===== src/sv/fpa_queue.sv =====
module fpa_queue #(
    parameter int unsigned WIDTH = 1,
    parameter int unsigned DEPTH = 2
) (
    input  logic             i_clk,
    input  logic             i_rst_n,
    input  logic             i_push,
    input  logic [WIDTH-1:0] i_data,
    output logic             o_full,
    input  logic             i_pop,
    output logic [WIDTH-1:0] o_data,
    output logic             o_empty
);

    localparam int unsigned AW = (DEPTH > 1) ? $clog2(DEPTH) : 1;
    localparam int unsigned CW = $clog2(DEPTH + 1);

    logic [WIDTH-1:0] r_mem [DEPTH];
    logic [AW-1:0]    r_wr_ptr;
    logic [AW-1:0]    r_rd_ptr;
    logic [CW-1:0]    r_count;
    logic [AW-1:0]    n_wr_ptr;
    logic [AW-1:0]    n_rd_ptr;
    logic             do_push;
    logic             do_pop;

    assign o_full  = (r_count == CW'(DEPTH));
    assign o_empty = (r_count == '0);
    assign o_data  = r_mem[r_rd_ptr];
    assign do_push = i_push && !o_full;
    assign do_pop  = i_pop && !o_empty;

    assign n_wr_ptr = (r_wr_ptr == AW'(DEPTH - 1)) ? '0 : r_wr_ptr + 1'b1;
    assign n_rd_ptr = (r_rd_ptr == AW'(DEPTH - 1)) ? '0 : r_rd_ptr + 1'b1;

    always_ff @(posedge i_clk) begin
        if (do_push) begin
            r_mem[r_wr_ptr] <= i_data;
        end
    end

    always_ff @(posedge i_clk) begin
        if (!i_rst_n) begin
            r_wr_ptr <= '0;
            r_rd_ptr <= '0;
            r_count  <= '0;
        end else begin
            if (do_push) begin
                r_wr_ptr <= n_wr_ptr;
            end
            if (do_pop) begin
                r_rd_ptr <= n_rd_ptr;
            end
            unique case ({do_push, do_pop})
                2'b10:   r_count <= r_count + 1'b1;
                2'b01:   r_count <= r_count - 1'b1;
                default: r_count <= r_count;
            endcase
        end
    end

    a_count_bound: assert property (@(posedge i_clk) disable iff (!i_rst_n)
        r_count <= CW'(DEPTH))
        else $error("queue count beyond depth");

    a_no_push_full: assert property (@(posedge i_clk) disable iff (!i_rst_n)
        i_push |-> !o_full)
        else $error("word pushed into a full queue");

    a_push_fills: assert property (@(posedge i_clk) disable iff (!i_rst_n)
        do_push |=> !o_empty)
        else $error("queue empty after a push");

endmodule


===== config.mk =====
export PLATFORM = sky130hd
export DESIGN_NAME = fpa_queue
export DESIGN_NICKNAME = d
export VERILOG_FILES = /design/src/sv/fpa_queue.sv
export SDC_FILE = /design/constraint.sdc
export NUM_CORES = 1
export LEC_CHECK = 0
export ABC_AREA = 1
export ABC_CLOCK_PERIOD_IN_PS = 2500
export BUFFER_PORTS_ARGS = -buffer_cell sky130_fd_sc_hd__buf_2
export CAP_MARGIN = 20
export CORE_AREA = 2 2 39 41
export DETAILED_ROUTE_END_ITERATION = 12
export DIE_AREA = 0 0 41 43
export SETUP_SLACK_MARGIN = 0.15
export SLEW_MARGIN = 5
export SYNTH_ARGS = -nofsm -noshare
export SYNTH_HDL_FRONTEND = slang
export SYNTH_SLANG_ARGS = --single-unit
export TNS_END_PERCENT = 100

===== constraint.sdc =====
create_clock -name i_clk -period 2.5 [get_ports i_clk]
set_input_delay 0.75 -clock i_clk [delete_from_list [all_inputs] [get_ports i_clk]]
set_output_delay 0.75 -clock i_clk [all_outputs]
set_load 0.005 [all_outputs]

==> flow_summary.yaml, run 1 <==
outcome:
  status: "completed"
timing:
  tightest_slew_ns: 0.166
  skew_ns: 0.00116
  report.final.slew_viol_count: 0
  finalSetupViolCount: 0
  relSlewSlack_pct: 88.9
  fmax_mhz: 571
  tns_ns: 0
  timing.final.crit_share_pct: 70.0
  fin_crit_ns: 1.75
  rsz0062_at_grt: "no"
  finalHoldViolCount: 0
clock_network:
  cts_root_buf: "clkbuf_4"
  clk_pin_slew_ns: 0.05
  cts_tree: "built"
  cts_sinks: 7
  numCtsBuffers: 3
  cts-resized-gates: 0
  cts_max_level: 1
  clockBufferDepth: 2
  cts-hold-fix-buffers: 0
  insertion_delay_ns: 0.25
  cts_setup_buffers: 0
power_and_ir_drop:
  swShare_pct: 33.4
  combPwrFrac_pct: 33.0
  intPower_uw: 256
  p_leak_nw: 0.211
  ir_drop_uv: 446
  p_seq_share_pct: 41.1
  p_sw_uw: 128
  p_clk_share_pct: 25.9
  power_density_mw_per_mm2: 921
drt:
  routedWlPerCell_um: 7.30
  drc: 0
  wirelength_um: 511
  firstDrtPassIters: 1
  vias: 263
  vias_per_cell: 3.76
  drtIter0Drc: 0
  postRouteAntennaNets: 0
layout:
  multi_input_area_um2: 141
  layout_commonest_cell: "nor2_1"
  layout_common_cells: "9 x nor2_1, 7 x inv_1, 7 x nand2_1, 7 x buf_2, 5 x dfxtp_1"
  antennaDiodeCount: 0
  drive_gt1_share_pct: 33.3
  register_area_um2: 160
  nFillCells: 157
  finalInstanceArea_um2: 417
  synthToLayoutAreaGrowth_pct: 24.3
  final_nets: 61
global_routing:
  grt_pass1_vias: 255
  antenna_found_initial: 0
  grt-ovfl-total: 0
  grt_max_degree: 5
  grt_use_total_pct: 7.76
  grt_pass1_wl_um: 903
setup_path:
  reg2reg_from: "r_count[0]"
  path_class: "flip-flop to primary output"
  r2r_setup_slack_ns: 1.14
  timing.rr.end: "r_count[1]"
  critPathMaxStageDelay_ns: 0.32
  end_kind: "primary output"
  arrival_ns: 1.00
  slowest_stage: "mux2_2"
  startpoint_type: "flip-flop"
  path_cells: "mux2_2, buf_2"
  worst_ep_required_time_ns: 1.75
  reg2reg_depth: 9
  critPathMaxFanout: 1
min_path:
  hp-class: "flip-flop to flip-flop"
  whs_endpoint: "r_rd_ptr"
  hold_path_startpoint: "r_rd_ptr"
  hold_depth: 2
yosys:
  synth_area_leaders: "dfxtp_1 30%, edfxtp_1 18%, nor2_1 10%, inv_1 7.8%, nand2_1 7.8%"
  synth_seq_area_share_pct: 47.8
  syn-cell-area_um2: 335
  yosys.cell_types.count: 15
  synth_area_leader_cell: "dfxtp_1"
  synth.ff_latch_count: 7
  yosysWarnings: 0
  syn-num-nets: 49
  synth_area_per_cell_um2: 7.80
  synthCells: 43
  netlist.area_leader.share_pct: 29.9
job:
  cap_violations: 0
floorplan:
  die_h_um: 43
  start_util_pct: 24.2
  core_mm2: 0.00138
  rows: 14
  ios: 8
  die_w_um: 41
  die-area_mm2: 0.00176
place:
  globalplace.congestion: 0.684
  io_buffers: 7
  dp_hpwl_um: 421
  place_area_um2: 390
through the flow:
stage | util, % | total power [mW] | cells | hold slack [ns] | worst slack, ns
after detailed placement | 28.2 | 0.288 | 66 | 0.490 | 0.710
final | 30.1 | 0.384 | 70 | 0.497 | 0.749
after global placement | 28.2 | 0.285 | 66 | 0.474 | 0.735
after CTS | 30.1 | 0.390 | 70 | 0.501 | 0.731
after global routing | 30.1 | 0.417 | 70 | 0.535 | 0.708
after floorplan | - | 0.255 | 43 | 0.459 | 0.890
how the worst max path moves through the flow:
stage | startpoint | endpoint | depth (start not counted) | slack (ns)
finish | flip-flop | o_data | 2 | 0.75
global route | flip-flop | o_data | 2 | 0.71
CTS | flip-flop | o_data | 2 | 0.73
detailed placement | i_push | r_count[1] | 10 | 0.71
global placement | i_push | r_count[1] | 10 | 0.73
floorplan | i_push | r_count[1] | 9 | 0.89
power groups by stage:
stage          combinational, mW  clock [mW]  sequential (mW)
5_1_grt                    0.147       0.109            0.161
3_3_place_gp               0.126           0            0.159
3_5_place_dp               0.129           0            0.160
6_report                   0.127      0.0994            0.158
2_1_floorplan             0.0981           0            0.157
4_1_cts                    0.129       0.104            0.157
area by class of cell:
| class | instances | area share (%) |
|---|---|---|
| Inverter | 9 | 8.11 |
| Timing Repair Buffer | 7 | 8.41 |
| Sequential cell | 7 | 38.4 |
| Multi-Input combinational cell | 27 | 33.9 |
| Clock buffer | 4 | 6.31 |
| Tap cell | 16 | 4.80 |
worst max-delay path: cells and delay by family, from the launching register on:
kind                   cells  cell delay, ns
multiplexers               1            0.32
buffers and inverters      1            0.12
flip-flops                 1            0.31
kinds of logic after synthesis:
group	share of synthesized area (%)
mux	3.36
compound gates	2.98
flops	47.8
buf+inv	10.1
fa+ha+maj	3.73
simple gates	32.1
routing by layer:
| layer | track usage [%] | vias to the layer above | part of all wire [%] |
|---|---|---|---|
| met5 | 0 | - | 0 |
| met4 | 0 | 0 | 0 |
| met3 | 7.85 | 0 | 10 |
| met2 | 10.0 | 7 | 48 |
| met1 | 9.77 | 105 | 42 |
| li1 | - | 151 | - |
Yosys cell counts:
master	number
mux2_2	1
nand2_1	7
inv_1	7
nand3_1	1
inv_2	2
nor2_2	3
nor2_4	1
nand2_2	1
edfxtp_1	2
nand4_1	1
a21oi_1	1
o21ai_0	1
nor2_1	9
ha_1	1
dfxtp_1	5
Note: power is estimated with default switching activity, not from simulation.
==> run 2, diff against run 1 <==
--- a/config.mk
+++ b/config.mk
@@ -6,7 +6,7 @@
 export NUM_CORES = 1
 export LEC_CHECK = 0
 export ABC_AREA = 1
-export ABC_CLOCK_PERIOD_IN_PS = 2500
+export ABC_CLOCK_PERIOD_IN_PS = 1800
 export BUFFER_PORTS_ARGS = -buffer_cell sky130_fd_sc_hd__buf_2
 export CAP_MARGIN = 20
 export CORE_AREA = 2 2 39 41
==> constraint.sdc (replaced) <==
create_clock -name i_clk -period 1.8 [get_ports i_clk]
set_input_delay 0.54 -clock i_clk [delete_from_list [all_inputs] [get_ports i_clk]]
set_output_delay 0.54 -clock i_clk [all_outputs]
set_load 0.005 [all_outputs]
==> run 2 against run 1 <==
  * Register-to-register slack got worse by 0.71 ns
  * Worst hold slack got worse by 0.014 ns
  * Design area did not move
  * Count of clock-buffer cells in the layout did not move
  * Largest power group unchanged
  * Critical endpoint unchanged
  * Critical path type unchanged
  * Final cell count did not move
  * Largest cell class unchanged
  * Worst setup slack got worse by 0.50 ns
  * Non-clock buffer count did not move
==> flow_summary.yaml, run 2 (synthesis results as in run 1) <==
outcome:
  status: "completed"
clock_network:
  clockBufferDepth: 2
  cts_root_buf: "clkbuf_4"
  cts-resized-gates: 0
  cts_tree: "built"
  insertion_delay_ns: 0.25
  numCtsBuffers: 3
  clk_pin_slew_ns: 0.06
  cts_setup_buffers: 0
  cts-hold-fix-buffers: 0
  cts_sinks: 7
  cts_max_level: 1
setup_path:
  path_class: "flip-flop to primary output"
  worst_ep_required_time_ns: 1.26
  crit_family: "flip-flops"
  reg2reg_depth: 10
  critPathMaxFanout: 1
  r2r_setup_slack_ns: 0.43
  startpoint_type: "flip-flop"
  path_cells: "mux2_2, buf_2"
  arrival_ns: 1.01
  slowest_stage: "dfxtp_1"
  crit_buf_inv: 1
  critPathMaxStageDelay_ns: 0.32
  reg2reg_from: "r_count[1]"
  end_kind: "primary output"
  cp.depth: 2
min_path:
  hp-class: "input port to flip-flop"
  hold_depth: 1
  hold_path_startpoint: "i_data"
layout:
  synthToLayoutAreaGrowth_pct: 24.3
  antennaDiodeCount: 0
  fin_util_pct: 30.1
  layout_commonest_cell: "nor2_1"
  layout_common_cells: "9 x nor2_1, 7 x inv_1, 7 x nand2_1, 7 x buf_2, 5 x dfxtp_1"
  drive_gt1_share_pct: 33.3
  finalInstanceArea_um2: 417
  final_nets: 61
job:
  cap_violations: 0
place:
  io_buffers: 7
  dp_hpwl_um: 436
  place_area_um2: 390
  globalplace.congestion: 0.666
drt:
  vias_per_cell: 4.10
  routedWlPerCell_um: 7.83
  firstDrtPassIters: 4
  wirelength_um: 548
  drtIter0Drc: 3
  drc: 0
  vias: 287
  postRouteAntennaNets: 0
floorplan:
  core_mm2: 0.00138
  rows: 14
  die-area_mm2: 0.00176
  ios: 8
  die_h_um: 43
  die_w_um: 41
  start_util_pct: 24.2
timing:
  relSlewSlack_pct: 89.2
  tightest_slew_ns: 0.162
  skew_ns: 0.00341
  rsz0062_at_grt: "no"
  finalHoldViolCount: 0
  timing.final.crit_share_pct: 86.4
  report.final.slew_viol_count: 0
  tns_ns: 0
  whs_ns: 0.482
  fin_crit_ns: 1.55
  finalSetupViolCount: 0
  fmax_mhz: 643
global_routing:
  grt_max_degree: 5
  antenna_found_initial: 0
  grt_pass1_wl_um: 945
  grt_use_total_pct: 8.27
  grt_pass1_vias: 257
  grt-ovfl-total: 0
power_and_ir_drop:
  ir_drop_uv: 599
  p_leak_nw: 0.211
  power_density_mw_per_mm2: 1300
-- run 2: cell counts in the layout (fill, tap and decap cells not counted) --
No cell type changed its count.
-- run 2: final cells by class --
type                    instances  area (µm²)
fillers                       156         967
inverters                       9        33.8
clock buffers                   4        26.3
multi-input cells              27         141
well taps                      16        20.0
flip-flops and latches          7         160
repair buffers                  7        35.0
-- run 2: worst reg2reg max path: cells and delay by family, from the launching register on --
| kind | cells | cell delay (ns) |
|---|---|---|
| fa+ha+maj | 1 | 0.31 |
| buf+inv | 3 | 0.25 |
| flops | 1 | 0.32 |
| simple gates | 6 | 0.43 |
-- run 2: where the power goes --
| part | total, mW | internal [mW] | switching (mW) |
|---|---|---|---|
| logic | 0.178 | 0.0745 | 0.103 |
| registers | 0.219 | 0.196 | 0.0230 |
| clock network | 0.146 | 0.0848 | 0.0611 |
-- run 2: stage by stage --
step           total power [mW]  setup WS, ns  instances
6_report                  0.543         0.245         70
5_1_grt                   0.588         0.205         70
4_1_cts                   0.547         0.238         70
3_5_place_dp              0.402         0.220         66
3_3_place_gp              0.398         0.247         66
2_1_floorplan             0.354         0.400         43
-- run 2: routing by layer --
metal  up-vias  track usage (%)  wire, µm
li1        152                -         -
met1       126             9.80       239
met2         9             11.6       263
met3         0             7.85        46
met4         0                0         0
met5         -                0         0
-- run 2: path summary, 6_finish.rpt --
check	end
worst max-delay path	o_data
worst min-delay path	r_mem[0]
worst min register to register	flip-flop
worst max register to register	r_count[1]
==> run 3, diff against run 2 <==
--- a/config.mk
+++ b/config.mk
@@ -10,6 +10,7 @@
 export BUFFER_PORTS_ARGS = -buffer_cell sky130_fd_sc_hd__buf_2
 export CAP_MARGIN = 20
 export CORE_AREA = 2 2 39 41
+export CTS_BUF_LIST = sky130_fd_sc_hd__clkbuf_8
 export DETAILED_ROUTE_END_ITERATION = 12
 export DIE_AREA = 0 0 41 43
 export SETUP_SLACK_MARGIN = 0.15
==> run 3 against run 2 <==
  * Critical path depth stayed put
  * Global-route usage is 0.10 points higher
  * Clock power up 47%
  * Sequential share of layout area down 1.7 points
  * Wire length shrank 4.6%
  * First-iteration DRC count decreased by 100%
  * Die area did not move
  * Worst hold slack improved by 0.010 ns
  * Count of clock-buffer cells in the layout down 1
  * Critical path type unchanged
==> flow_summary.yaml, run 3 (synthesis results as in run 1) <==
outcome:
  status: "completed"
drt:
  wirelength_um: 523
  routedWlPerCell_um: 7.47
  vias: 278
  vias_per_cell: 3.97
  firstDrtPassIters: 1
  drtIter0Drc: 0
  postRouteAntennaNets: 0
  drc: 0
clock_network:
  cts_setup_buffers: 0
  cts_sinks: 7
  insertion_delay_ns: 0.22
  cts-resized-gates: 0
  numCtsBuffers: 3
  cts_root_buf: "clkbuf_8"
  clockBufferDepth: 2
  cts-hold-fix-buffers: 0
  clk_pin_slew_ns: 0.04
  cts_tree: "built"
  cts_max_level: 1
timing:
  relSlewSlack_pct: 89.6
  finalSetupViolCount: 0
  finalHoldViolCount: 0
  worst_slack_ns: 0.279
  report.final.slew_viol_count: 0
  rsz0062_at_grt: "no"
  fmax_mhz: 658
  tns_ns: 0
  fin_crit_ns: 1.52
  timing.final.crit_share_pct: 84.5
  tightest_slew_ns: 0.156
  skew_ns: 0.00198
layout:
  layout_commonest_cell: "nor2_1"
  synthToLayoutAreaGrowth_pct: 29.9
  drive_gt1_share_pct: 33.3
  antennaDiodeCount: 0
  final_nets: 61
  layout_common_cells: "9 x nor2_1, 8 x inv_1, 7 x nand2_1, 7 x buf_2, 5 x dfxtp_1"
  fin_cells: 70
setup_path:
  worst_ep_required_time_ns: 1.26
  r2r_setup_slack_ns: 0.44
  end_kind: "primary output"
  startpoint_type: "flip-flop"
  path_class: "flip-flop to primary output"
  arrival_ns: 0.98
  critPathMaxFanout: 1
global_routing:
  grt_pass1_vias: 258
  grt-ovfl-total: 0
  antenna_found_initial: 0
  grt_max_degree: 5
  grt_use_total_pct: 8.38
  grt_pass1_wl_um: 959
power_and_ir_drop:
  p_clk_share_pct: 35.1
  power_density_mw_per_mm2: 1400
  intPower_uw: 419
  swShare_pct: 31.3
  p_seq_share_pct: 36.0
  p_leak_nw: 0.222
  combPwrFrac_pct: 28.9
  ir_drop_uv: 886
  p_sw_uw: 190
job:
  cap_violations: 0
place:
  post-place-cells: 66
  dp_hpwl_um: 436
  io_buffers: 7
  pre_cts_slack_ns: 0.220
  globalplace.congestion: 0.666
floorplan:
  die-area_mm2: 0.00176
  core_mm2: 0.00138
  ios: 8
  rows: 14
  die_w_um: 41
  start_util_pct: 24.2
  die_h_um: 43
min_path:
  hp-class: "flip-flop to flip-flop"
run 3: cell types whose count changed in the layout (fill, tap and decap cells not counted), sizes merged:
| cell | previous run | this run |
|---|---|---|
| inv | 9 | 10 |
| clkbuf | 4 | 3 |
run 3: path summary, 6_finish.rpt:
check,from,end,cells after the start
setup / recovery,flip-flop,o_data,2
setup reg to reg,r_count[1],r_count[1],10
hold / removal,r_rd_ptr,r_rd_ptr,2
hold reg to reg,r_rd_ptr,r_rd_ptr,2
run 3: cell type report:
cell class              count  area (µm²)
repair buffers              7        35.0
inverters                   9        33.8
flip-flops and latches      7         160
clock buffers               3        41.3
multi-input cells          27         141
clock inverters             1        3.75
well taps                  16        20.0
fillers                   158         948
run 3: power groups by stage:
stage / Sequential [mW] / Combinational [mW] / Clock [mW]
global route: 0.225 / 0.208 / 0.231
global placement: 0.222 / 0.177 / 0
floorplan: 0.218 / 0.136 / 0
finish: 0.220 / 0.176 / 0.214
detailed placement: 0.222 / 0.180 / 0
CTS: 0.220 / 0.180 / 0.218
run 3: routing by layer:
| layer | wire (µm) | part of all wire, % | GRT usage [%] | up-vias |
|---|---|---|---|---|
| met5 | 0 | 0 | 0 | - |
| met4 | 0 | 0 | 0 | 0 |
| met3 | 42 | 8.0 | 7.85 | 0 |
| met2 | 249 | 48 | 11.6 | 6 |
| met1 | 231 | 44 | 10.1 | 120 |
| li1 | - | - | - | 152 |
run 3: through the flow:
stage               power [mW]  hold WS [ns]  instance area (µm²)  util (%)
global route             0.664         0.511                  435      31.5
CTS                      0.617         0.497                  435      31.5
floorplan                0.354         0.459                  335         -
detailed placement       0.402         0.488                  390      28.2
finish                   0.609         0.492                  435      31.5
global placement         0.398         0.481                  390      28.2
run 3: critical path: stages, from the launching register on:
cell and delay, ns:
dfxtp_1 0.31, mux2_2 0.32, buf_2 0.12
