==> src/sv/fpa_pkg.sv <==
package fpa_pkg;

    localparam int unsigned DATA_W          = 32;
    localparam int unsigned FRAC_BITS_DEF   = 8;
    localparam int unsigned QUEUE_DEPTH_DEF = 4;
    localparam int unsigned OUT_DEPTH       = 2;

    typedef enum logic [3:0] {
        MODE_ADD  = 4'd0,
        MODE_SUB  = 4'd1,
        MODE_MUL  = 4'd2,
        MODE_DIV  = 4'd3,
        MODE_GT   = 4'd4,
        MODE_LT   = 4'd5,
        MODE_GE   = 4'd6,
        MODE_LE   = 4'd7,
        MODE_EQ   = 4'd8,
        MODE_NE   = 4'd9,
        MODE_MIN  = 4'd10,
        MODE_MAX  = 4'd11,
        MODE_INC  = 4'd12,
        MODE_DEC  = 4'd13,
        MODE_ITOF = 4'd14,
        MODE_FTOI = 4'd15
    } t_mode;

    typedef enum logic [1:0] {
        UNIT_ALU = 2'd0,
        UNIT_MUL = 2'd1,
        UNIT_DIV = 2'd2
    } t_unit;

    // classified word handed from the front to the back
    typedef struct packed {
        t_mode                    mode;
        t_unit                    unit;
        logic signed [DATA_W-1:0] a;
        logic signed [DATA_W-1:0] b;
        logic [DATA_W-1:0]        a_mag;
        logic [DATA_W-1:0]        b_mag;
        logic                     neg;
        logic                     dz;
    } t_op;

    typedef struct packed {
        logic signed [DATA_W-1:0] result;
        logic                     flag;
        logic                     dz;
    } t_res;

endpackage

==> src/sv/fpa_front.sv <==
module fpa_front
    import fpa_pkg::*;
(
    input  logic                     i_clk,
    input  logic                     i_rst_n,
    input  logic                     i_push,
    output logic                     o_full,
    input  logic [3:0]               i_mode,
    input  logic signed [DATA_W-1:0] i_operand_a,
    input  logic signed [DATA_W-1:0] i_operand_b,
    output logic                     o_push,
    output t_op                      o_op,
    input  logic                     i_q_full
);

    logic r_vld;
    t_op  r_op;
    t_op  n_op;
    logic accept;

    assign o_full = r_vld && i_q_full;
    assign accept = i_push && !o_full;
    assign o_push = r_vld && !i_q_full;
    assign o_op   = r_op;

    always_comb begin
        n_op       = '0;
        n_op.mode  = t_mode'(i_mode);
        n_op.a     = i_operand_a;
        n_op.b     = i_operand_b;
        n_op.a_mag = i_operand_a[DATA_W-1] ? (~i_operand_a) + 1'b1 : i_operand_a;
        n_op.b_mag = i_operand_b[DATA_W-1] ? (~i_operand_b) + 1'b1 : i_operand_b;
        n_op.neg   = i_operand_a[DATA_W-1] ^ i_operand_b[DATA_W-1];
        unique case (t_mode'(i_mode))
            MODE_MUL: n_op.unit = UNIT_MUL;
            MODE_DIV: n_op.unit = UNIT_DIV;
            default:  n_op.unit = UNIT_ALU;
        endcase
        n_op.dz = (t_mode'(i_mode) == MODE_DIV) && (i_operand_b == '0);
    end

    always_ff @(posedge i_clk) begin
        if (!i_rst_n) begin
            r_vld <= 1'b0;
        end else if (accept) begin
            r_vld <= 1'b1;
        end else if (o_push) begin
            r_vld <= 1'b0;
        end
    end

    always_ff @(posedge i_clk) begin
        if (accept) begin
            r_op <= n_op;
        end
    end

endmodule

==> config.mk <==
export PLATFORM = sky130hd
export DESIGN_NAME = fpa_front
export DESIGN_NICKNAME = d
export VERILOG_FILES = /design/src/sv/fpa_pkg.sv /design/src/sv/fpa_front.sv
export SDC_FILE = /design/constraint.sdc
export NUM_CORES = 1
export LEC_CHECK = 0
export ABC_CLOCK_PERIOD_IN_PS = 11600
export BUFFER_PORTS_ARGS = -buffer_cell sky130_fd_sc_hd__buf_2
export CAP_MARGIN = 20
export CELL_PAD_IN_SITES_DETAIL_PLACEMENT = 0
export CELL_PAD_IN_SITES_GLOBAL_PLACEMENT = 1
export CORE_MARGIN = 8
export CORE_UTILIZATION = 41
export CTS_BUF_LIST = sky130_fd_sc_hd__clkbuf_8
export CTS_CLUSTER_DIAMETER = 80
export DETAILED_ROUTE_END_ITERATION = 6
export PLACE_DENSITY = 0.82
export SYNTH_ARGS = -nofsm -noshare
export SYNTH_HDL_FRONTEND = slang
export SYNTH_SLANG_ARGS = --single-unit
==> constraint.sdc <==
create_clock -name i_clk -period 11.6 [get_ports i_clk]
set_clock_uncertainty 0.2 [all_clocks]
set_input_delay 2.32 -clock i_clk [delete_from_list [all_inputs] [get_ports i_clk]]
set_output_delay 2.32 -clock i_clk [all_outputs]
set_load 0.05 [all_outputs]
==> impl_metrics.tcl, run 1 <==
set metrics [dict create \
    status "complete, no violations" \
    die_y_um 134 \
    vias_per_cell 5.08 \
    number_of_design_rule_violations_left_after_detail_routing 0 \
    gpl.final_weighted_congestion 0.805 \
    number_of_cts_inserted_buffers 17 \
    timing.reg2reg.worst_path_depth 4 \
    critical_path.endpoint_type "output pin" \
    drt_iter0_markers 301 \
    worst_skew_pair_later_pin_latency_ns 0.44 \
    cts_tree "done" \
    cpMaxStageDelayCell "sky130_fd_sc_hd__buf_2" \
    post_synthesis_sequential_area_ratio 0.712 \
    crit_path_buf_inv_count 2 \
    clock_sinks 135 \
    yosysWarnings 0 \
    power-per-cell-area_nw_per_um2 167 \
    drive_gt1_frac 0.416 \
    globalRouteOverflowTotal 0 \
    pin_count_of_the_biggest_net_entering_global_routing 85 \
    cts.root.buffer_cell "sky130_fd_sc_hd__clkbuf_8" \
    grt_pass1_wl_um 21900 \
    cts-resized-gates 0 \
    routed_wl_um 14300 \
    htree_levels 4 \
    path_common_cell "sky130_fd_sc_hd__buf_2" \
    iteration_count_of_the_initial_detailed_routing_pass 4 \
    post_cts_buffers 0 \
    nNetsFinal 666 \
    synth.distinct_cells 40 \
    reg2reg_from "r_vld" \
    postSynthRegisterBits 135 \
    core.rowCount 43 \
    critical_path.cell_chain "buf_2, and2_1, buf_2" \
    synth_edf_count 134 \
    cts-hold-fix-buffers 0 \
    required_time_reported_for_the_critical_path_endpoint_ns 9.08 \
    n_antenna_cell 0 \
    place.port_buffers 209 \
    setup.reg_to_reg.worst_slack_ns 8.92 \
    timing.hold.worst.start "r_vld" \
    avg_inst_size_synth_sq_um 15.4 \
    layout-area-overhead-vs-synth_pct 29.1 \
    type_of_the_tightest_min_delay_check "reg2reg" \
    worst_slew_margin_rel 0.319 \
    layout.cells.most_common_list "sky130_fd_sc_hd__buf_2 (209), sky130_fd_sc_hd__edfxtp_1 (134), sky130_fd_sc_hd__xnor2_1 (55)" \
    cp-start-kind "primary input" \
    critical_path.max_stage_delay_ns 0.30 \
    chipWidth_um 134 \
    gate_count_after_technology_mapping 369 \
    design.portCount 210 \
    dieArea_sq_um 17900 \
    hold_slack_ns 0.478 \
    mostFrequentLayoutCell "sky130_fd_sc_hd__buf_2" \
    total_leakage_power_uw 0.00276 \
    dpl.hpwl_um 10900 \
    coreArea_sq_um 13700 \
    final_antenna_net_count 0 \
    achievable_frequency_mhz 184 \
    synthFlopType "sky130_fd_sc_hd__edfxtp_1" \
    timing.setup.critical_path_class "in2out" \
    final_min_period_over_clock_period 0.468 \
    layout.filler_cells 1187 \
    report.final.hold_viol_count 0 \
    cp.arrival_ns 2.91 \
    grt_use_total 0.159 \
    maxSlewViolCount 0 \
    cts.reportedPaths.clkPinSlew_ns 0.07 \
    critical_path_cell_count 3 \
    synthArstFlopShare 0 \
    finalSetupViolations 0 \
    fin_tns_setup_ns 0 \
    first_global_vias 4147 \
    crit-reg2reg-capture "o_op[15]" \
    peakVddDrop_uv 106 \
    crit_path_max_fanout 3 \
    startpoint "i_q_full" \
    vias 3979 \
    cts_max_path_buffers 2 \
    setup_repair_after_global_routing_missed_its_margin "no" \
    postSynthNetCount 445 \
    routedWlPerCell_um 18.3 \
    crit_family "buffers and inverters" \
    maximum_capacitance_violations 0 \
    worst_slew_pin_slew_ns 1.02 \
    antenna_found_initial 1 \
    post_synth_instance_area_sq_um 5680 \
    finalCriticalPeriod_ns 5.43 \
    floorplan.initialDensity 0.414 \
    crit_end "o_full" \
]
[registers in the layout (all words and copies together), names as in the netlist]
signal and cells:
o_op 134, r_vld 1
[cells in the mapped netlist, types with 3 or more instances]
| master | count | area share |
|---|---|---|
| sky130_fd_sc_hd__xor2_1 | 4 | 0.0062 |
| sky130_fd_sc_hd__nand4_1 | 6 | 0.0066 |
| sky130_fd_sc_hd__ha_1 | 4 | 0.0088 |
| sky130_fd_sc_hd__xnor2_1 | 55 | 0.085 |
| sky130_fd_sc_hd__o31ai_1 | 15 | 0.020 |
| sky130_fd_sc_hd__nor4b_1 | 4 | 0.0062 |
| sky130_fd_sc_hd__clkbuf_1 | 5 | 0.0033 |
| sky130_fd_sc_hd__or3_1 | 5 | 0.0055 |
| sky130_fd_sc_hd__nand3_1 | 5 | 0.0044 |
| sky130_fd_sc_hd__nor3_1 | 8 | 0.0071 |
| sky130_fd_sc_hd__nand2_1 | 26 | 0.017 |
| sky130_fd_sc_hd__nor4_1 | 11 | 0.012 |
| sky130_fd_sc_hd__inv_1 | 7 | 0.0046 |
| sky130_fd_sc_hd__nand2b_1 | 7 | 0.0077 |
| sky130_fd_sc_hd__nor2_1 | 9 | 0.0059 |
| sky130_fd_sc_hd__o41ai_1 | 13 | 0.020 |
| sky130_fd_sc_hd__edfxtp_1 | 134 | 0.71 |
| sky130_fd_sc_hd__o21ai_0 | 18 | 0.016 |
| sky130_fd_sc_hd__a31oi_1 | 3 | 0.0033 |
[layout make-up]
| class | count | area (sq um) | area share |
|---|---|---|---|
| clock buffers | 17 | 234 | 0.0319 |
| clock inverters | 15 | 185 | 0.0253 |
| inverters | 7 | 26.3 | 0.00358 |
| multi-input cells | 218 | 1550 | 0.212 |
| flip-flops and latches | 135 | 4040 | 0.552 |
| well taps | 180 | 225 | 0.0307 |
| repair buffers | 211 | 1060 | 0.145 |
[per-layer routing]
layer | track usage | wire length, um | vias to the layer above | share of wire
met3 | 0.0858 | 1570 | 24 | 0.11
met4 | 0.0736 | 298 | 2 | 0.021
li1 | - | - | 1880 | -
met5 | 0 | 13 | - | 0.00091
met2 | 0.256 | 6860 | 197 | 0.48
met1 | 0.168 | 5580 | 1876 | 0.39
[through the flow]
stage,instance area (sq um),setup slack (ns),total power (uW),util,instances
2_1_floorplan,5680,2.16,765,-,369
3_3_place_gp,6910,6.20,826,0.504,751
3_5_place_dp,6910,6.17,829,0.504,751
4_1_cts,7330,6.16,1240,0.534,783
5_1_grt,7330,6.13,1270,0.534,783
6_report,7330,6.17,1220,0.534,783
[how the worst min path moves through the flow]
stage	end	slack [ns]	cells after the start
after CTS	r_vld	0.48	2
after global routing	r_vld	0.53	2
after global placement	r_vld	0.43	2
final	r_vld	0.48	2
after floorplan	r_vld	0.68	2
after detailed placement	r_vld	0.47	2
[tightest hold or removal path, stage by stage, from the launching register on]
cell and delay (ns):
sky130_fd_sc_hd__dfxtp_1 0.32, sky130_fd_sc_hd__and2_1 0.21, sky130_fd_sc_hd__o21a_1 0.12
[power breakdown]
part / internal (uW) / leakage (uW) / total, uW / switching, uW
logic: 51.2 / 0.00124 / 229 / 178
registers: 579 / 0.00131 / 587 / 8.23
clock network: 231 / 0.000217 / 407 / 176
total: 861 / 0.00276 / 1220 / 362
[kinds of logic after synthesis]
| kind of cell | share of synthesized area |
|---|---|
| AO/OA/AOI/OAI | 0.0654 |
| flip-flops | 0.712 |
| buffers and inverters | 0.0154 |
| XOR/XNOR | 0.0910 |
| AND/OR/NAND/NOR | 0.107 |
| adder cells (fa/ha/maj) | 0.00881 |
No activity file was read; power rests on OpenSTA's default activity.
==> run 2: changes to the inputs <==
==> config.mk (replaced) <==
export PLATFORM = sky130hd
export DESIGN_NAME = fpa_front
export DESIGN_NICKNAME = d
export VERILOG_FILES = /design/src/sv/fpa_pkg.sv /design/src/sv/fpa_front.sv
export SDC_FILE = /design/constraint.sdc
export NUM_CORES = 1
export LEC_CHECK = 0
export ABC_AREA = 1
export ABC_CLOCK_PERIOD_IN_PS = 4930
export BUFFER_PORTS_ARGS = -buffer_cell sky130_fd_sc_hd__buf_2
export CAP_MARGIN = 20
export CELL_PAD_IN_SITES_DETAIL_PLACEMENT = 0
export CELL_PAD_IN_SITES_GLOBAL_PLACEMENT = 1
export CORE_MARGIN = 8
export CORE_UTILIZATION = 36
export CTS_BUF_LIST = sky130_fd_sc_hd__clkbuf_8
export CTS_CLUSTER_DIAMETER = 80
export DETAILED_ROUTE_END_ITERATION = 6
export PLACE_DENSITY = 0.78
export SYNTH_ARGS = -nofsm -noshare
export SYNTH_HDL_FRONTEND = slang
export SYNTH_SLANG_ARGS = --single-unit
==> constraint.sdc (replaced) <==
create_clock -name i_clk -period 4.93 [get_ports i_clk]
set_clock_uncertainty 0.2 [all_clocks]
set_input_delay 0.986 -clock i_clk [delete_from_list [all_inputs] [get_ports i_clk]]
set_output_delay 0.986 -clock i_clk [all_outputs]
set_load 0.05 [all_outputs]
==> run 2 against run 1 <==
  * Power is 140% higher
  * Register-to-register slack worse by 5.9 ns
  * Sequential cell count stayed put
  * Global-route usage is 0.30 points lower
  * Non-clock buffer count stayed put
  * Routed wire length is 17% higher
  * Via count is 20% higher
  * Design area is 7.8% higher
  * Combinational power is 150% higher
  * Clock power is 140% higher
  * Critical path type unchanged
  * Largest cell class unchanged
  * Largest power group unchanged
  * Highest routed layer unchanged
==> impl_metrics.tcl, run 2 <==
set metrics [dict create \
    layout.cells.most_common_list "sky130_fd_sc_hd__buf_2 (209), sky130_fd_sc_hd__nand2_1 (174), sky130_fd_sc_hd__edfxtp_1 (134)" \
    reg2reg_from "r_vld" \
    critical_path.cell_chain "buf_2, nand2_1, inv_1, buf_2" \
    power-per-cell-area_nw_per_um2 371 \
    cts.root.buffer_cell "sky130_fd_sc_hd__clkbuf_8" \
    cts-hold-fix-buffers 0 \
    gpl.final_weighted_congestion 0.807 \
    globalRouteOverflowTotal 0 \
    iteration_count_of_the_initial_detailed_routing_pass 5 \
    dpl.hpwl_um 13000 \
    cpMaxStageDelayCell "sky130_fd_sc_hd__buf_2" \
    path_common_cell "sky130_fd_sc_hd__buf_2" \
    chipWidth_um 147 \
    crit-reg2reg-capture "o_op[94]" \
    peakVddDrop_uv 177 \
    postSynthRegisterBits 135 \
    cp.arrival_ns 1.51 \
    layout.filler_cells 1681 \
    required_time_reported_for_the_critical_path_endpoint_ns 3.74 \
    place.port_buffers 209 \
    finalSetupViolations 0 \
    drive_gt1_frac 0.331 \
    timing.setup.critical_path_class "in2out" \
    synthDominantAreaCellType "sky130_fd_sc_hd__edfxtp_1" \
    avg_inst_size_synth_sq_um 10.6 \
    cp-start-kind "primary input" \
    dieArea_sq_um 21600 \
    vias_per_cell 4.58 \
    timing.reg2reg.worst_path_depth 4 \
    place_inst 1011 \
    worst_slew_pin_slew_ns 0.951 \
    antenna_found_initial 1 \
    finalCriticalPeriod_ns 2.70 \
    final_antenna_net_count 0 \
    postSynthNetCount 659 \
    layout-area-overhead-vs-synth_pct 27.7 \
    final_min_period_over_clock_period 0.547 \
    synth_edf_count 134 \
    cts.reportedPaths.clkPinSlew_ns 0.08 \
    post_synthesis_sequential_area_ratio 0.653 \
    post-layout-total-power_uw 2930 \
    crit_family "buffers and inverters" \
    first_global_vias 4845 \
    core.rowCount 48 \
    critical_path.endpoint_type "output pin" \
    report.final.hold_viol_count 0 \
    cts_tree "done" \
    routed_wl_um 16800 \
    multi_input_area_sq_um 1930 \
    setup.reg_to_reg.worst_slack_ns 3.03 \
    post_cts_buffers 0 \
    synth_area_leaders "sky130_fd_sc_hd__edfxtp_1 (65%), sky130_fd_sc_hd__nand2_1 (11%), sky130_fd_sc_hd__nor2_1 (5.2%)" \
    synth_top_cells_by_count "sky130_fd_sc_hd__nand2_1 (174), sky130_fd_sc_hd__edfxtp_1 (134), sky130_fd_sc_hd__nor2_1 (86)" \
    synth_largest_type_area_fraction 0.650 \
    drt_iter0_markers 221 \
    min_path_cells 2 \
    grt_pass1_wl_um 26100 \
    yosysWarnings 0 \
    crit_path_buf_inv_count 3 \
    final_util 0.463 \
    critical_path.max_stage_delay_ns 0.28 \
    post_synth_instance_area_sq_um 6190 \
    synth.most_common_cell "sky130_fd_sc_hd__nand2_1" \
    routedWlPerCell_um 16.1 \
    htree_levels 4 \
    n_antenna_cell 0 \
    synthFlopType "sky130_fd_sc_hd__edfxtp_1" \
    nNetsFinal 881 \
    cts-resized-gates 0 \
    critical_path_cell_count 4 \
    coreArea_sq_um 17100 \
    vias 4782 \
    synthArstFlopShare 0 \
    status "complete, no violations" \
    fin_tns_setup_ns 0 \
    cts_max_path_buffers 2 \
    number_of_design_rule_violations_left_after_detail_routing 0 \
    grt_use_total 0.156 \
    mostFrequentLayoutCell "sky130_fd_sc_hd__buf_2" \
    total_leakage_power_uw 0.00336 \
    pin_count_of_the_biggest_net_entering_global_routing 75 \
    die_y_um 147 \
    crit_path_max_fanout 2 \
    number_of_cts_inserted_buffers 17 \
    maxSlewViolCount 0 \
    startpoint "i_q_full" \
    clock_sinks 135 \
    setup_repair_after_global_routing_missed_its_margin "no" \
    design.portCount 210 \
    instances_no_fill 1043 \
    crit_end "o_full" \
    largest_register_ffs 134 \
    floorplan.initialDensity 0.363 \
    maximum_capacitance_violations 0 \
    type_of_the_tightest_min_delay_check "reg2reg" \
    worst_slew_margin_rel 0.366 \
    synth.distinct_cells 27 \
    achievable_frequency_mhz 371 \
    worst_skew_pair_later_pin_latency_ns 0.44 \
    ff_latch_area_sq_um 4040 \
    gate_count_after_technology_mapping 583 \
]
## run 2: cell count changes after synthesis, sizes merged, moves of 7 or more
cell,before,now
nand2,27,177
nor2,9,108
inv,7,43
xnor2,55,19
nand3,6,39
o31ai,16,0
o41ai,14,0
nor4,13,0
xor2,4,12
clkbuf,7,0
nand2b,7,0
nor3,10,3
## run 2: power breakdown
| part | switching (uW) | total, uW | internal [uW] |
|---|---|---|---|
| Combinational | 447 | 567 | 120 |
| Sequential | 17.5 | 1380 | 1360 |
| Clock | 443 | 987 | 544 |
| Total | 907 | 2930 | 2020 |
## run 2: final cells by class
type | instances | share of cell area
inverter | 44 | 0.0215
multi-input combinational | 396 | 0.244
clock inverter | 15 | 0.0234
timing repair buffer | 211 | 0.134
sequential | 135 | 0.512
clock buffer | 17 | 0.0296
tap | 225 | 0.0356
## run 2: worst min path at each step
stage,from,to,slack [ns]
floorplan,r_vld,r_vld,0.26
global placement,r_vld,r_vld,0.29
detailed placement,r_vld,r_vld,0.30
CTS,r_vld,r_vld,0.31
global route,r_vld,r_vld,0.35
finish,r_vld,r_vld,0.31
## run 2: worst register-to-register path, cell delays in order, from the launching register on
cell	delay [ns]
sky130_fd_sc_hd__dfxtp_1	0.32
sky130_fd_sc_hd__nand2_1	0.07
sky130_fd_sc_hd__inv_1	0.07
sky130_fd_sc_hd__nor2_4	0.08
sky130_fd_sc_hd__buf_4	0.71
## run 2: per-stage QoR
step	hold slack (ns)	area (sq um)	worst slack, ns
finish	0.309	7900	2.23
global route	0.353	7900	2.17
CTS	0.314	7900	2.23
detailed placement	0.303	7480	2.23
global placement	0.293	7480	2.23
floorplan	0.263	6200	0.984
## run 2: kinds of logic after synthesis
family	Yosys count	share of synthesized area
compound gates	24	0.0216
xor+xnor	31	0.0439
fa+ha+maj	4	0.00809
buf+inv	52	0.0366
flops	135	0.653
simple gates	337	0.236
## run 2: metal layers
metal,global-route usage,vias to the layer above,part of all wire
met4,0.0597,2,0.019
met5,0,-,0.00071
met1,0.160,2188,0.38
met3,0.0772,21,0.10
met2,0.268,178,0.50
li1,-,2393,-
==> run 3: changes to the inputs <==
--- a/config.mk
+++ b/config.mk
@@ -5,14 +5,14 @@
 export SDC_FILE = /design/constraint.sdc
 export NUM_CORES = 1
 export LEC_CHECK = 0
-export ABC_AREA = 1
-export ABC_CLOCK_PERIOD_IN_PS = 4930
+export ABC_AREA = 0
+export ABC_CLOCK_PERIOD_IN_PS = 2400
 export BUFFER_PORTS_ARGS = -buffer_cell sky130_fd_sc_hd__buf_2
 export CAP_MARGIN = 20
 export CELL_PAD_IN_SITES_DETAIL_PLACEMENT = 0
 export CELL_PAD_IN_SITES_GLOBAL_PLACEMENT = 1
 export CORE_MARGIN = 8
-export CORE_UTILIZATION = 36
+export CORE_UTILIZATION = 37
 export CTS_BUF_LIST = sky130_fd_sc_hd__clkbuf_8
 export CTS_CLUSTER_DIAMETER = 80
 export DETAILED_ROUTE_END_ITERATION = 6
==> constraint.sdc (replaced) <==
create_clock -name i_clk -period 2.4 [get_ports i_clk]
set_clock_uncertainty 0.2 [all_clocks]
set_input_delay 0.48 -clock i_clk [delete_from_list [all_inputs] [get_ports i_clk]]
set_output_delay 0.48 -clock i_clk [all_outputs]
set_load 0.05 [all_outputs]
==> run 3 against run 2 <==
  * Non-clock buffer count is 27 higher
  * Routed wire length fell by 9.4%
  * Power rose by 93%
  * Worst hold slack got worse by 0.27 ns
  * First-iteration DRC count is 7.7% higher
  * Clock-buffer cell count is the same
  * Combinational power increased by 100%
  * Sequential power up 110%
  * Sequential cell count did not move
  * Register-to-register slack worse by 2.2 ns
  * Utilization is 3.4 points higher
  * Cell count shrank 22%
  * Critical endpoint is now o_op[58]
  * Highest routed layer unchanged
==> impl_metrics.tcl, run 3 (same netlist as run 1, synthesis figures left out) <==
set metrics [dict create \
    final_antenna_net_count 0 \
    floorplan.initialDensity 0.376 \
    globalRouteOverflowTotal 0 \
    status "complete, no violations" \
    clock_sinks 135 \
    post-layout-total-power_uw 5670 \
    iteration_count_of_the_initial_detailed_routing_pass 4 \
    drt_iter0_markers 238 \
    nNetsFinal 693 \
    dieArea_sq_um 19600 \
    cp-start-kind "primary input" \
    timing.reg2reg.worst_path_depth 3 \
    cts.reportedPaths.clkPinSlew_ns 0.08 \
    fin_tns_setup_ns 0 \
    number_of_cts_inserted_buffers 17 \
    critical_path_cell_count 7 \
    htree_levels 4 \
    crit_family "simple AND/OR/NAND/NOR gates" \
    n_antenna_cell 0 \
    cts_max_path_buffers 2 \
    maxSlewViolCount 0 \
    dpl.hpwl_um 11600 \
    worst_skew_pair_later_pin_latency_ns 0.44 \
    peakVddDrop_uv 370 \
    chipWidth_um 140 \
    finalSetupViolations 0 \
    antenna_found_initial 1 \
    timing.setup.critical_path_class "in2reg" \
    startpoint "i_operand_a[1]" \
    cts-resized-gates 0 \
    mostFrequentLayoutCell "sky130_fd_sc_hd__buf_2" \
    routedWlPerCell_um 18.7 \
    cpMaxStageDelayCell "sky130_fd_sc_hd__nor4b_1" \
    achievable_frequency_mhz 508 \
    pin_count_of_the_biggest_net_entering_global_routing 72 \
    power-per-cell-area_nw_per_um2 756 \
    worst_slew_margin_rel 0.696 \
    critical_path.max_stage_delay_ns 0.40 \
    post_cts_buffers 0 \
    vias 4124 \
    coreArea_sq_um 15100 \
    maximum_capacitance_violations 0 \
    cts.root.buffer_cell "sky130_fd_sc_hd__clkbuf_8" \
    vias_per_cell 5.05 \
    reg2reg_from "r_vld" \
    core.rowCount 45 \
    report.final.hold_viol_count 0 \
    layout-area-overhead-vs-synth_pct 32.0 \
    gpl.final_weighted_congestion 0.791 \
    finalCriticalPeriod_ns 1.97 \
    layout.cells.most_common_list "sky130_fd_sc_hd__buf_2 (209), sky130_fd_sc_hd__edfxtp_1 (134), sky130_fd_sc_hd__xnor2_1 (55)" \
    required_time_reported_for_the_critical_path_endpoint_ns 2.39 \
    worst_slew_pin_slew_ns 0.450 \
    critical_path.endpoint_type "register" \
    design.portCount 210 \
    type_of_the_tightest_min_delay_check "in2reg" \
    crit-reg2reg-capture "o_op[32]" \
    crit_path_max_fanout 4 \
    die_y_um 140 \
    largest_register_ffs 134 \
    final_min_period_over_clock_period 0.820 \
    number_of_design_rule_violations_left_after_detail_routing 0 \
    crit_end "o_op[58]" \
    cp.arrival_ns 1.96 \
    critical_path.cell_chain "buf_2, inv_1, ha_1, nor4b_1, nand4_1, o31ai_1, xnor2_1" \
    setup.reg_to_reg.worst_slack_ns 0.82 \
    grt_use_total 0.154 \
    cts-hold-fix-buffers 0 \
    routed_wl_um 15300 \
    crit_path_buf_inv_count 2 \
    layout.filler_cells 1324 \
    cts_tree "done" \
    place.port_buffers 209 \
    first_global_vias 4373 \
    grt_pass1_wl_um 23500 \
    setup_repair_after_global_routing_missed_its_margin "no" \
    drive_gt1_frac 0.447 \
    total_leakage_power_uw 0.00286 \
]
## run 3: through the flow
stage | hold slack, ns | cell area [sq um] | utilization | setup WS (ns) | cells
6_report | 0.0386 | 7500 | 0.497 | 0.431 | 817
5_1_grt | 0.0115 | 7500 | 0.497 | 0.292 | 817
4_1_cts | 0.00388 | 7500 | 0.497 | 0.443 | 817
3_5_place_dp | 0.415 | 7150 | 0.474 | -0.0511 | 786
3_3_place_gp | 0.385 | 7150 | 0.474 | -0.0119 | 786
2_1_floorplan | 0.379 | 5690 | - | -0.930 | 369
## run 3: cell type report
type | instances | area [sq um] | share of cell area
tap | 188 | 235 | 0.0314
sequential | 135 | 4040 | 0.539
inverter | 7 | 26.3 | 0.00351
clock inverter | 14 | 111 | 0.0149
clock buffer | 17 | 234 | 0.0312
timing repair buffer | 238 | 1290 | 0.172
multi-input combinational | 218 | 1560 | 0.208
## run 3: power breakdown
group | switching (uW) | internal (uW) | leakage, uW
Combinational | 873 | 273 | 0.00138
Sequential | 40.9 | 2800 | 0.00131
Clock | 886 | 798 | 0.000171
## run 3: how the worst min path moves through the flow
stage	from	endpoint	slack (ns)	cells after the start
floorplan	i_operand_a[2]	o_op[100]	0.38	0
global placement	r_vld	r_vld	0.38	2
detailed placement	r_vld	r_vld	0.42	2
CTS	i_operand_a[0]	o_op[98]	0.004	1
global route	i_operand_a[0]	o_op[98]	0.01	1
finish	i_operand_a[0]	o_op[98]	0.04	1
## run 3: metal layers
layer	global-route usage	share of wire
met1	0.162	0.40
met2	0.253	0.47
met3	0.0855	0.12
met4	0.0600	0.015
met5	0	0.00085
